`src/hw/rtl/jtpw_pkg.sv`:
```
// ----------------------------------------------------------------------------
// jtpw_pkg: shared types and constants for the TAP path walker
// TAP state codes, the forced-reset clock count, the walk bound and the step result type.
// ----------------------------------------------------------------------------
package jtpw_pkg;

  // TAP state codes (IEEE 1149.1), unknown is 16 and kept in a 5-bit register
  localparam logic [3:0] TAP_RESET      = 4'd0;
  localparam logic [3:0] TAP_IDLE       = 4'd1;
  localparam logic [3:0] TAP_SEL_DR     = 4'd2;
  localparam logic [3:0] TAP_CAPTURE_DR = 4'd3;
  localparam logic [3:0] TAP_SHIFT_DR   = 4'd4;
  localparam logic [3:0] TAP_EXIT1_DR   = 4'd5;
  localparam logic [3:0] TAP_PAUSE_DR   = 4'd6;
  localparam logic [3:0] TAP_EXIT2_DR   = 4'd7;
  localparam logic [3:0] TAP_UPDATE_DR  = 4'd8;
  localparam logic [3:0] TAP_SEL_IR     = 4'd9;
  localparam logic [3:0] TAP_CAPTURE_IR = 4'd10;
  localparam logic [3:0] TAP_SHIFT_IR   = 4'd11;
  localparam logic [3:0] TAP_EXIT1_IR   = 4'd12;
  localparam logic [3:0] TAP_PAUSE_IR   = 4'd13;
  localparam logic [3:0] TAP_EXIT2_IR   = 4'd14;
  localparam logic [3:0] TAP_UPDATE_IR  = 4'd15;
  localparam logic [4:0] TAP_UNKNOWN    = 5'd16;

  // TMS ones sent to force a controller of unknown state into reset
  localparam int unsigned FORCE_CLOCKS = 5;
  // most TMS bits sent on one walk, forced ones included
  localparam int unsigned MAX_RESULTS  = 12;
  localparam int unsigned WALK_CNT_W   = $clog2(MAX_RESULTS);

  // one step of the walk: TMS chosen and the state it leads to
  typedef struct packed {
    logic       tms;
    logic [3:0] nxt;
  } step_t;

endpackage

```
`src/hw/rtl/jtag_tap_path_walker.sv`:
```
// ----------------------------------------------------------------------------
// jtag_tap_path_walker: TMS sequence generator for a TAP state move
// Tracks the TAP controller state and walks it to each requested state.
// ----------------------------------------------------------------------------
// Usage:
//   Slave stream (s_axis_*) carries one target TAP state per transfer. The
//   master stream (m_axis_*) returns one transfer per TCK: the TMS bit, the
//   state reached after that clock, and tlast on the clock that reaches the
//   target. A target of 16 or above means Test-Logic-Reset; a target equal to
//   the tracked state produces no transfer. The first result is loaded into
//   the output register from FORCE_RESET or WALK_PATH after the target is
//   accepted; the walk then loads one result per cycle unless m_axis_tready
//   stalls it. A walk sends up to 7 TMS bits from a known state, up to 11
//   after an unknown state (5 forced ones first).
//   A walk toward an Exit2 state from outside its Pause state never arrives
//   and is cut at 12 bits. s_axis_tready stays low while a walk runs and
//   rises again once the last result is loaded into the output register.
//   Reset: the tracked state becomes unknown, so the next walk starts with the
//   five forced TMS ones. A stall on m_axis_tready holds the output register
//   and freezes the walk, which lengthens the item.
// ----------------------------------------------------------------------------
module jtag_tap_path_walker (
  input  logic       clk,
  input  logic       rst,
  input  logic       s_axis_tvalid,
  output logic       s_axis_tready,
  input  logic [7:0] s_axis_tdata,   // [4:0] target_state, [7:5] zero
  output logic       m_axis_tvalid,
  input  logic       m_axis_tready,
  output logic [7:0] m_axis_tdata,   // [0] tms_bit, [4:1] reached_state, [7:5] zero
  output logic       m_axis_tlast    // last_bit
);

  typedef enum logic [1:0] {
    WAIT_ITEM,
    FORCE_RESET,
    WALK_PATH
  } fsm_t;

  fsm_t                               fsm;
  logic [4:0]                         cur;      // tracked TAP state, 16 = unknown
  logic [3:0]                         tgt;
  logic [jtpw_pkg::WALK_CNT_W-1:0]    walk_cnt; // clocks sent for this walk

  logic       out_valid;
  logic       out_tms;
  logic [3:0] out_state;
  logic       out_last;

  logic            in_xfer;
  logic            load;
  logic [3:0]      in_tgt;
  jtpw_pkg::step_t step;

  // Map unknown targets to reset
  assign in_tgt  = s_axis_tdata[4] ? jtpw_pkg::TAP_RESET : s_axis_tdata[3:0];
  assign in_xfer = s_axis_tvalid && s_axis_tready;
  // Advance the walk only when the output register is free or being drained
  assign load    = !out_valid || m_axis_tready;

  jtpw_step u_step (
    .cur  (cur[3:0]),
    .tgt  (tgt),
    .step (step)
  );

  always_ff @(posedge clk) begin
    if (rst) begin
      fsm       <= WAIT_ITEM;
      cur       <= jtpw_pkg::TAP_UNKNOWN;
      walk_cnt  <= '0;
      out_valid <= 1'b0;
    end else begin
      case (fsm)
        WAIT_ITEM: begin
          // Drain the last result of the previous walk
          if (out_valid && m_axis_tready) begin
            out_valid <= 1'b0;
          end
          if (in_xfer) begin
            tgt      <= in_tgt;
            walk_cnt <= '0;
            // Drop targets that are already reached
            if (cur != {1'b0, in_tgt}) begin
              if (cur[4]) begin
                fsm <= FORCE_RESET;
              end else begin
                fsm <= WALK_PATH;
              end
            end
          end
        end
        FORCE_RESET: begin
          if (load) begin
            out_valid <= 1'b1;
            out_tms   <= 1'b1;
            out_state <= jtpw_pkg::TAP_RESET;
            out_last  <= 1'b0;
            walk_cnt  <= walk_cnt + 1'b1;
            if (walk_cnt == jtpw_pkg::WALK_CNT_W'(jtpw_pkg::FORCE_CLOCKS - 1)) begin
              cur <= {1'b0, jtpw_pkg::TAP_RESET};
              if (tgt == jtpw_pkg::TAP_RESET) begin
                out_last <= 1'b1;
                fsm      <= WAIT_ITEM;
              end else begin
                fsm <= WALK_PATH;
              end
            end
          end
        end
        WALK_PATH: begin
          if (load) begin
            out_valid <= 1'b1;
            out_tms   <= step.tms;
            out_state <= step.nxt;
            out_last  <= (step.nxt == tgt);
            cur       <= {1'b0, step.nxt};
            walk_cnt  <= walk_cnt + 1'b1;
            // Stop on arrival, or at the clock bound for a target never reached
            if ((step.nxt == tgt) ||
                (walk_cnt == jtpw_pkg::WALK_CNT_W'(jtpw_pkg::MAX_RESULTS - 1))) begin
              fsm <= WAIT_ITEM;
            end
          end
        end
        default: begin
          fsm <= WAIT_ITEM;
        end
      endcase
    end
  end

  assign s_axis_tready = (fsm == WAIT_ITEM);
  assign m_axis_tvalid = out_valid;
  assign m_axis_tdata  = {3'b000, out_state, out_tms};
  assign m_axis_tlast  = out_last;

endmodule

```
`src/hw/rtl/jtpw_step.sv`:
```
// ----------------------------------------------------------------------------
// jtpw_step: one TAP path step
// Picks the TMS bit for a known state heading to a target and gives the
// state the TAP controller enters on that clock.
// ----------------------------------------------------------------------------
module jtpw_step (
  input  logic [3:0]     cur,
  input  logic [3:0]     tgt,
  output jtpw_pkg::step_t step
);

  logic tms;
  logic tgt_dr;
  logic tgt_ir;

  always_comb begin
    tgt_dr = tgt inside {[jtpw_pkg::TAP_SEL_DR : jtpw_pkg::TAP_UPDATE_DR]};
    tgt_ir = tgt inside {[jtpw_pkg::TAP_SEL_IR : jtpw_pkg::TAP_UPDATE_IR]};
  end

  // SVF path rules
  always_comb begin
    case (cur)
      jtpw_pkg::TAP_RESET: begin
        tms = 1'b0;
      end
      jtpw_pkg::TAP_SEL_DR: begin
        tms = (tgt == jtpw_pkg::TAP_RESET) || (tgt == jtpw_pkg::TAP_IDLE) || tgt_ir;
      end
      jtpw_pkg::TAP_SEL_IR: begin
        tms = (tgt == jtpw_pkg::TAP_RESET) || (tgt == jtpw_pkg::TAP_IDLE) || tgt_dr;
      end
      jtpw_pkg::TAP_CAPTURE_DR, jtpw_pkg::TAP_EXIT2_DR: begin
        tms = (tgt != jtpw_pkg::TAP_SHIFT_DR);
      end
      jtpw_pkg::TAP_CAPTURE_IR, jtpw_pkg::TAP_EXIT2_IR: begin
        tms = (tgt != jtpw_pkg::TAP_SHIFT_IR);
      end
      jtpw_pkg::TAP_EXIT1_DR: begin
        tms = (tgt != jtpw_pkg::TAP_PAUSE_DR);
      end
      jtpw_pkg::TAP_EXIT1_IR: begin
        tms = (tgt != jtpw_pkg::TAP_PAUSE_IR);
      end
      jtpw_pkg::TAP_UPDATE_DR, jtpw_pkg::TAP_UPDATE_IR: begin
        tms = (tgt != jtpw_pkg::TAP_IDLE);
      end
      default: begin
        tms = 1'b1;
      end
    endcase
  end

  // TAP controller transition table
  always_comb begin
    step.tms = tms;
    case (cur)
      jtpw_pkg::TAP_RESET:      step.nxt = tms ? jtpw_pkg::TAP_RESET    : jtpw_pkg::TAP_IDLE;
      jtpw_pkg::TAP_IDLE:       step.nxt = tms ? jtpw_pkg::TAP_SEL_DR   : jtpw_pkg::TAP_IDLE;
      jtpw_pkg::TAP_SEL_DR:     step.nxt = tms ? jtpw_pkg::TAP_SEL_IR   : jtpw_pkg::TAP_CAPTURE_DR;
      jtpw_pkg::TAP_CAPTURE_DR: step.nxt = tms ? jtpw_pkg::TAP_EXIT1_DR : jtpw_pkg::TAP_SHIFT_DR;
      jtpw_pkg::TAP_SHIFT_DR:   step.nxt = tms ? jtpw_pkg::TAP_EXIT1_DR : jtpw_pkg::TAP_SHIFT_DR;
      jtpw_pkg::TAP_EXIT1_DR:   step.nxt = tms ? jtpw_pkg::TAP_UPDATE_DR : jtpw_pkg::TAP_PAUSE_DR;
      jtpw_pkg::TAP_PAUSE_DR:   step.nxt = tms ? jtpw_pkg::TAP_EXIT2_DR : jtpw_pkg::TAP_PAUSE_DR;
      jtpw_pkg::TAP_EXIT2_DR:   step.nxt = tms ? jtpw_pkg::TAP_UPDATE_DR : jtpw_pkg::TAP_SHIFT_DR;
      jtpw_pkg::TAP_UPDATE_DR:  step.nxt = tms ? jtpw_pkg::TAP_SEL_DR   : jtpw_pkg::TAP_IDLE;
      jtpw_pkg::TAP_SEL_IR:     step.nxt = tms ? jtpw_pkg::TAP_RESET    : jtpw_pkg::TAP_CAPTURE_IR;
      jtpw_pkg::TAP_CAPTURE_IR: step.nxt = tms ? jtpw_pkg::TAP_EXIT1_IR : jtpw_pkg::TAP_SHIFT_IR;
      jtpw_pkg::TAP_SHIFT_IR:   step.nxt = tms ? jtpw_pkg::TAP_EXIT1_IR : jtpw_pkg::TAP_SHIFT_IR;
      jtpw_pkg::TAP_EXIT1_IR:   step.nxt = tms ? jtpw_pkg::TAP_UPDATE_IR : jtpw_pkg::TAP_PAUSE_IR;
      jtpw_pkg::TAP_PAUSE_IR:   step.nxt = tms ? jtpw_pkg::TAP_EXIT2_IR : jtpw_pkg::TAP_PAUSE_IR;
      jtpw_pkg::TAP_EXIT2_IR:   step.nxt = tms ? jtpw_pkg::TAP_UPDATE_IR : jtpw_pkg::TAP_SHIFT_IR;
      default:                  step.nxt = tms ? jtpw_pkg::TAP_SEL_DR   : jtpw_pkg::TAP_IDLE;
    endcase
  end

endmodule
```
`config.mk`:
```
export PLATFORM = sky130hd
export DESIGN_NAME = jtag_tap_path_walker
export DESIGN_NICKNAME = d
export VERILOG_FILES = /design/src/hw/rtl/jtpw_pkg.sv /design/src/hw/rtl/jtag_tap_path_walker.sv /design/src/hw/rtl/jtpw_step.sv
export SDC_FILE = /design/constraint.sdc
export NUM_CORES = 1
export LEC_CHECK = 0
export BUFFER_PORTS_ARGS = -buffer_cell sky130_fd_sc_hd__buf_4
export CAP_MARGIN = 10
export CORE_MARGIN = 5
export CORE_UTILIZATION = 58
export CTS_CLUSTER_DIAMETER = 150
export DETAILED_ROUTE_END_ITERATION = 8
export PLACE_DENSITY = 0.82
export SLEW_MARGIN = 20
export SYNTH_ARGS = -nofsm -noshare
export SYNTH_HDL_FRONTEND = slang
export SYNTH_SLANG_ARGS = --single-unit
```
`constraint.sdc`:
```
create_clock -name clk -period 4.4 [get_ports clk]
set_clock_uncertainty 0.2 [all_clocks]
set_input_delay 0.44 -clock clk [delete_from_list [all_inputs] [get_ports clk]]
set_output_delay 0.44 -clock clk [all_outputs]
set_load 0.05 [all_outputs]
```
# Word level (Yosys, flattened, before mapping)
# Cells that the tools add are included.
# totals
register_bits	22
elab_cells	119
# classes
add_sub_neg	1
n_lt_le_gt_ge	4
n_eq_ne	34
muxes	44
bitwise	1
reduce_logical	27
# ops
cell	n
4-bit one-hot mux with 11 select lines	1
4-bit == test, second input constant	9
4-bit two-way mux	9
2-bit two-way mux	11
4-bit by 3-bit == test with 1-bit output, second input constant	5
4-bit one-hot mux with 2 select lines	2
5-bit two-way mux	3
2-bit OR reduction	6
1-bit two-way mux	10
5-bit one-hot mux with 2 select lines	1
3-bit AND reduction	3
4-bit by 2-bit == test with 1-bit output, second input constant	2
4-bit less-or-equal comparator, second input constant	2
4-bit zero test	2
2-bit by 1-bit inequality test with 1-bit output, second input constant	4
2-bit inequality test, second input constant	4
4-bit by 3-bit inequality test with 1-bit output, second input constant	2
4-bit inequality test, second input constant	2
1-bit one-hot mux with 8 select lines	1
4-bit AND reduction	2
3-bit two-way mux	2
1-bit one-hot mux with 2 select lines	3
2-bit one-hot mux with 3 select lines	1
6-bit AND reduction	1
other kinds (15)	23

# Depth between registers and ports, before layout
# logic_depth
depth_word	11
depth_mapped	10

# By module
# A second synthesis with hierarchy kept.
# unflattened
cells_unflattened	190
area_unflattened_um2	1726.7
# by_module_without_submodules
module	n_inst	cells_each	area_each_um2	seq_area_each_um2
jtag_tap_path_walker	1	115	1177.4	540.5
jtpw_step	1	75	549.3	0.0

# Worst setup path before layout
# No wires, ideal clock.
# synth_path
path_type	reg-to-reg
start	reg tgt[1]
end	reg fsm[1]
arrival_time_ns	2.757
setup_slack_ns	1.368
path_stages_with_launch	10
n_path_buf	1
synth_period_minus_slack_ns	3.032
cell_sequence	edfxtp_1 -> buf_2 -> or3_4 -> a31o_4 -> or4b_4 -> a21oi_1 -> o211ai_1 -> xnor2_1 -> or4b_1 -> a31oi_1
# synth_between
elab_chain_len	10
word_cells_on_any_way	38
classes_between	order compare: 4; eq/ne: 8; mux: 18; reduce/logical: 8
# synth_rtl
element	line	rtl
start, declared	jtag_tap_path_walker.sv:42	logic [3:0] tgt;
start signal, assigned	jtag_tap_path_walker.sv:81	tgt <= in_tgt;
4-bit by 2-bit >= comparator with 1-bit output (tied with other cells)	jtpw_step.sv:17	tgt_dr = tgt inside {[jtpw_pkg::TAP_SEL_DR : jtpw_pkg::TAP_UPDATE_DR]};
1-bit logical AND (tied with other cells)	jtpw_step.sv:17	
1-bit logical OR (on tied branches)	jtpw_step.sv:31, jtpw_step.sv:28	
1-bit one-hot mux with 8 select lines	jtpw_step.sv:23	case (cur)
2-bit two-way mux (tied with other cells)	n/a	
4-bit one-hot mux with 11 select lines	jtpw_step.sv:57	case (cur)
4-bit == test	jtag_tap_path_walker.sv:120	if ((step.nxt == tgt) ||
1-bit logical OR	jtag_tap_path_walker.sv:120	
2-bit inequality test (no source line)	n/a	
6-bit AND reduction (no source line)	n/a	
end signal, assigned	jtag_tap_path_walker.sv:106	fsm <= WALK_PATH;
end signal, assigned	jtag_tap_path_walker.sv:122	fsm <= WAIT_ITEM;
end signal, assigned	jtag_tap_path_walker.sv:127	fsm <= WAIT_ITEM;
end, declared	jtag_tap_path_walker.sv:40	fsm_t fsm;
# Several ways; a longest one is shown, not always the timed one. The select of a mux whose other input is x is not followed.
# A chain may end at the register's enable or synchronous reset.

# Worst setup path in the final report
# layout_path
start	reg cur[1]
end	reg fsm[0]
# layout_between
elab_chain_len	9
word_cells_on_any_way	40
classes_between	eq/ne: 18; mux: 14; reduce/logical: 8
# layout_rtl
element	line	rtl
start, declared	jtag_tap_path_walker.sv:41	logic [4:0] cur;
start signal, assigned	jtag_tap_path_walker.sv:70	cur <= jtpw_pkg::TAP_UNKNOWN;
start signal, assigned	jtag_tap_path_walker.sv:101	cur <= {1'b0, jtpw_pkg::TAP_RESET};
start signal, assigned	jtag_tap_path_walker.sv:117	cur <= {1'b0, step.nxt};
4-bit == test (tied with other cells)	jtpw_step.sv:23, jtpw_step.sv:57	
2-bit OR reduction	jtpw_step.sv:23	
1-bit one-hot mux with 8 select lines	jtpw_step.sv:23	
2-bit two-way mux (tied with other cells)	n/a	
4-bit one-hot mux with 11 select lines	jtpw_step.sv:57	
4-bit == test	jtag_tap_path_walker.sv:120	
1-bit logical OR	jtag_tap_path_walker.sv:120	
2-bit inequality test (no source line)	n/a	
6-bit AND reduction (no source line) *	n/a	
# Mark *: on every way between the ends. The rest lies on a longest branch, timed or not.

==> key figures <==
Final layout
  • Share of cells above drive strength 1: 15.79%
  • Ant diodes: 0
  • Final net count: 247
  • # fillers: 254
  • Commonest non-fill, non-tap cell in the layout: nor2_1
  • Most frequent cells in the layout: 29 x nor2_1, 17 x buf_4, 15 x nand2_1, 15 x a21oi_1, 12 x dfxtp_1
  • Final instance area: 1952 µm²
  • Synth-to-Final Area Change: 7.735%

Setup path
  • Reg2reg end: fsm[0]$_SDFFE_PP0P_
  • Setup slack, reg-to-reg: 0.85 ns
  • Worst R2R Path Depth: 9
  • CP max FO: 22
  • Reg2reg start: cur[1]$_SDFFE_PP0P_
  • Kind of cell adding the most delay to the critical path: simple AND/OR/NAND/NOR gates
  • WP data required: 4.44 ns
  • Crit path capture: fsm[0]$_SDFFE_PP0P_
  • Worst path cell trace: nor4bb_1 > o21ai_1 > a31o_4 > or4b_4 > a21oi_1 > o211ai_1 > xnor2_1 > or4b_1 > a31oi_1
  • CP max stage cell: dfxtp_1
  • Worst Path Arrival: 3.59 ns
  • Levels on crit path: 9
  • Element type at the critical path end: flop
  • Bufs and invs on worst path: 0
  • Worst Setup Start Kind: flop
  • Worst setup path class: flop to flop
  • Start point of the critical path: cur[1]$_SDFFE_PP0P_
  • Crit path largest cell delay: 0.78 ns

Clock tree
  • Clk sink count: 22
  • Setup bufs post-CTS: 0
  • Post_cts resized: 0
  • CTS tree: yes
  • Clock transition at path regs: 0.12 ns
  • Worst-Skew Late Latency: 0.32 ns
  • H-tree depth: 1
  • Cts hold-fix bufs: 0
  • Maximum root-to-sink buffer count: 2
  • Root Buffer: clkbuf_4
  • Cts bufs inserted: 3

Pwr
  • Leak Pwr: 0.7241 nW
  • Total Power: 0.8329 mW
  • VDD IR-drop max: 0.3052 mV
  • P per Cell Area: 426.7 nW/µm²

GRT
  • Gr ovfl total: 0
  • First-pass GRT wire length: 6.499 mm
  • Vias in the first global route: 1446
  • Grt met2 use: 32.67%
  • Pin count of the biggest net entering global routing: 23
  • Met1 usage in global routing: 24.29%
  • GRT busiest layer: met2
  • Global Route met3 Usage: 2.551%
  • Total global-route track usage: 18.88%
  • Initial antenna violation count: 0

Die
  • Area of the core: 3028 µm²
  • Die height: 65.89 µm
  • Die W: 65.89 µm
  • IO Pins: 23
  • Initial core utilization: 59.83%
  • # rows: 20
  • Die Footprint: 4341 µm²

Detailed routing
  • Drt drc: 0
  • Antenna Violating Nets Remaining: 0
  • DR vias/cell: 6.007
  • Final wirelength: 3.775 mm
  • Initial DRC Count: 194
  • DR pass1 iterations: 5
  • Via count: 1634
  • Drt wl/cell: 13.88 µm

STA
  • Final Hold Viols: 0
  • Max Freq: 0.2820 GHz
  • Setup slack after layout: 0.8542 ns
  • Final setup vio count: 0
  • RSZ-0062 raised after global routing: no
  • Max-slew violations: 0
  • Worst Max-Slew Pin Slew: 0.6912 ns
  • Period utilization: 80.59%
  • Relative slew slack: 53.86%
  • Final setup TNS: 0 ns
  • Worst Hold Slack: 0.1861 ns
  • Min Tclk post-route: 3.546 ns

Synthesis
  • Post-synth EDFFs: 10
  • Syn Inst Count: 222
  • Main synth FF type: dfxtp_1
  • Avg Cell Area, Syn: 8.161 µm²
  • Netlist cell types: 59
  • Number of synthesized register bits: 22
  • Share of async-settable or async-resettable flops after synthesis: 0%
  • Cell Area, Synth: 1812 µm²
  • Syn. warnings: 0
  • Register area share after synthesis: 29.83%

Placement
  • Cell Area, Placed: 1899 µm²
  • GPL Wtd Cong: 0.8421
  • Port-buffer cells: 16
  • DP Worst Slack: 0.8974 ns
  • Dpl hpwl: 2.787 mm

Flow run
  • Max_cap viols: 0

Min path
  • Min-delay worst type: input port to flop
  • Hold Path Depth: 2

Status
  • Status: complete, no violations
-- cells by family (layout without fill, tap and decap cells) --
group	Yosys count	in the layout	share of synthesized area, %
AND/OR/NAND/NOR	87	87	25.41
adder cells (fa/ha/maj)	6	6	4.144
flip-flops	22	22	29.83
multiplexers	2	2	1.174
XOR/XNOR	9	9	4.766
other	1	3	0.2070
buffers and inverters	27	31	7.735
AO/OA/AOI/OAI	68	68	26.73
-- layer usage --
metal	part of all wire, %	vias up
met5	0	-
met4	1.2	0
met2	48	39
li1	-	818
met1	46	772
met3	4.3	5
-- worst min-delay path by stage --
stage / from / end / slack [ns]
floorplan: cur[4]$_SDFFE_PP1P_ / cur[4]$_SDFFE_PP1P_ / 0.25
global placement: cur[4]$_SDFFE_PP1P_ / cur[4]$_SDFFE_PP1P_ / 0.27
detailed placement: cur[4]$_SDFFE_PP1P_ / cur[4]$_SDFFE_PP1P_ / 0.27
CTS: rst / walk_cnt[2]$_SDFFE_PP0P_ / 0.18
global route: rst / walk_cnt[2]$_SDFFE_PP0P_ / 0.18
finish: rst / walk_cnt[2]$_SDFFE_PP0P_ / 0.19
-- synth_stat cells, types with 3 or more instances --
cell | number | area share [%]
a21o_1 | 3 | 1.2
a21oi_1 | 15 | 4.1
a22oi_1 | 4 | 1.7
a31oi_1 | 8 | 2.8
and3_1 | 3 | 1.0
buf_4 | 6 | 2.5
clkbuf_1 | 8 | 1.7
dfxtp_1 | 12 | 13
edfxtp_1 | 10 | 17
ha_1 | 6 | 4.1
inv_1 | 10 | 2.1
nand2_1 | 15 | 3.1
nand2b_1 | 3 | 1.0
nand3_1 | 5 | 1.4
nor2_1 | 29 | 6.0
nor2b_1 | 7 | 2.4
nor3_1 | 7 | 1.9
o211ai_1 | 4 | 1.7
o21ai_0 | 10 | 2.8
xnor2_1 | 5 | 2.4
xor2_1 | 3 | 1.5
-- metrics by stage --
| stage | util [%] | instances |
|---|---|---|
| final | 64.46 | 272 |
| after global routing | 64.46 | 272 |
| after CTS | 64.46 | 272 |
| after detailed placement | 62.73 | 268 |
| after global placement | 62.73 | 268 |
| after floorplan | - | 224 |
-- area by class of cell --
type | instances | area (µm²) | share of cell area [%]
Sequential cell | 22 | 540.5 | 27.69
Timing Repair Buffer | 17 | 127.6 | 6.538
Clock inverter | 1 | 30.03 | 1.538
Inverter | 10 | 37.54 | 1.923
Tap cell | 44 | 55.05 | 2.821
Clock buffer | 3 | 22.52 | 1.154
Multi-Input combinational cell | 175 | 1139 | 58.33
-- worst reg2reg max path: stages (launching register included) --
cell and delay (ns):
dfxtp_1 0.78, nor4bb_1 0.28, o21ai_1 0.14, a31o_4 0.29, or4b_4 0.51, a21oi_1 0.15
o211ai_1 0.18, xnor2_1 0.23, or4b_1 0.54, a31oi_1 0.18
-- flip-flops by register name, summed over array words and instances (netlist names) --
signal / flops
cur: 5
out_state: 4
tgt: 4
walk_cnt: 4
fsm: 2
m_axis_tlast: 1
m_axis_tvalid: 1
out_tms: 1
-- where the power goes --
part           internal [mW]  switching, mW  leakage, nW
registers              0.251         0.0466        0.192
logic                  0.140          0.240        0.504
clock network         0.0922         0.0627       0.0279
total                  0.483          0.350        0.724
Power figures use the tool's default switching activity.
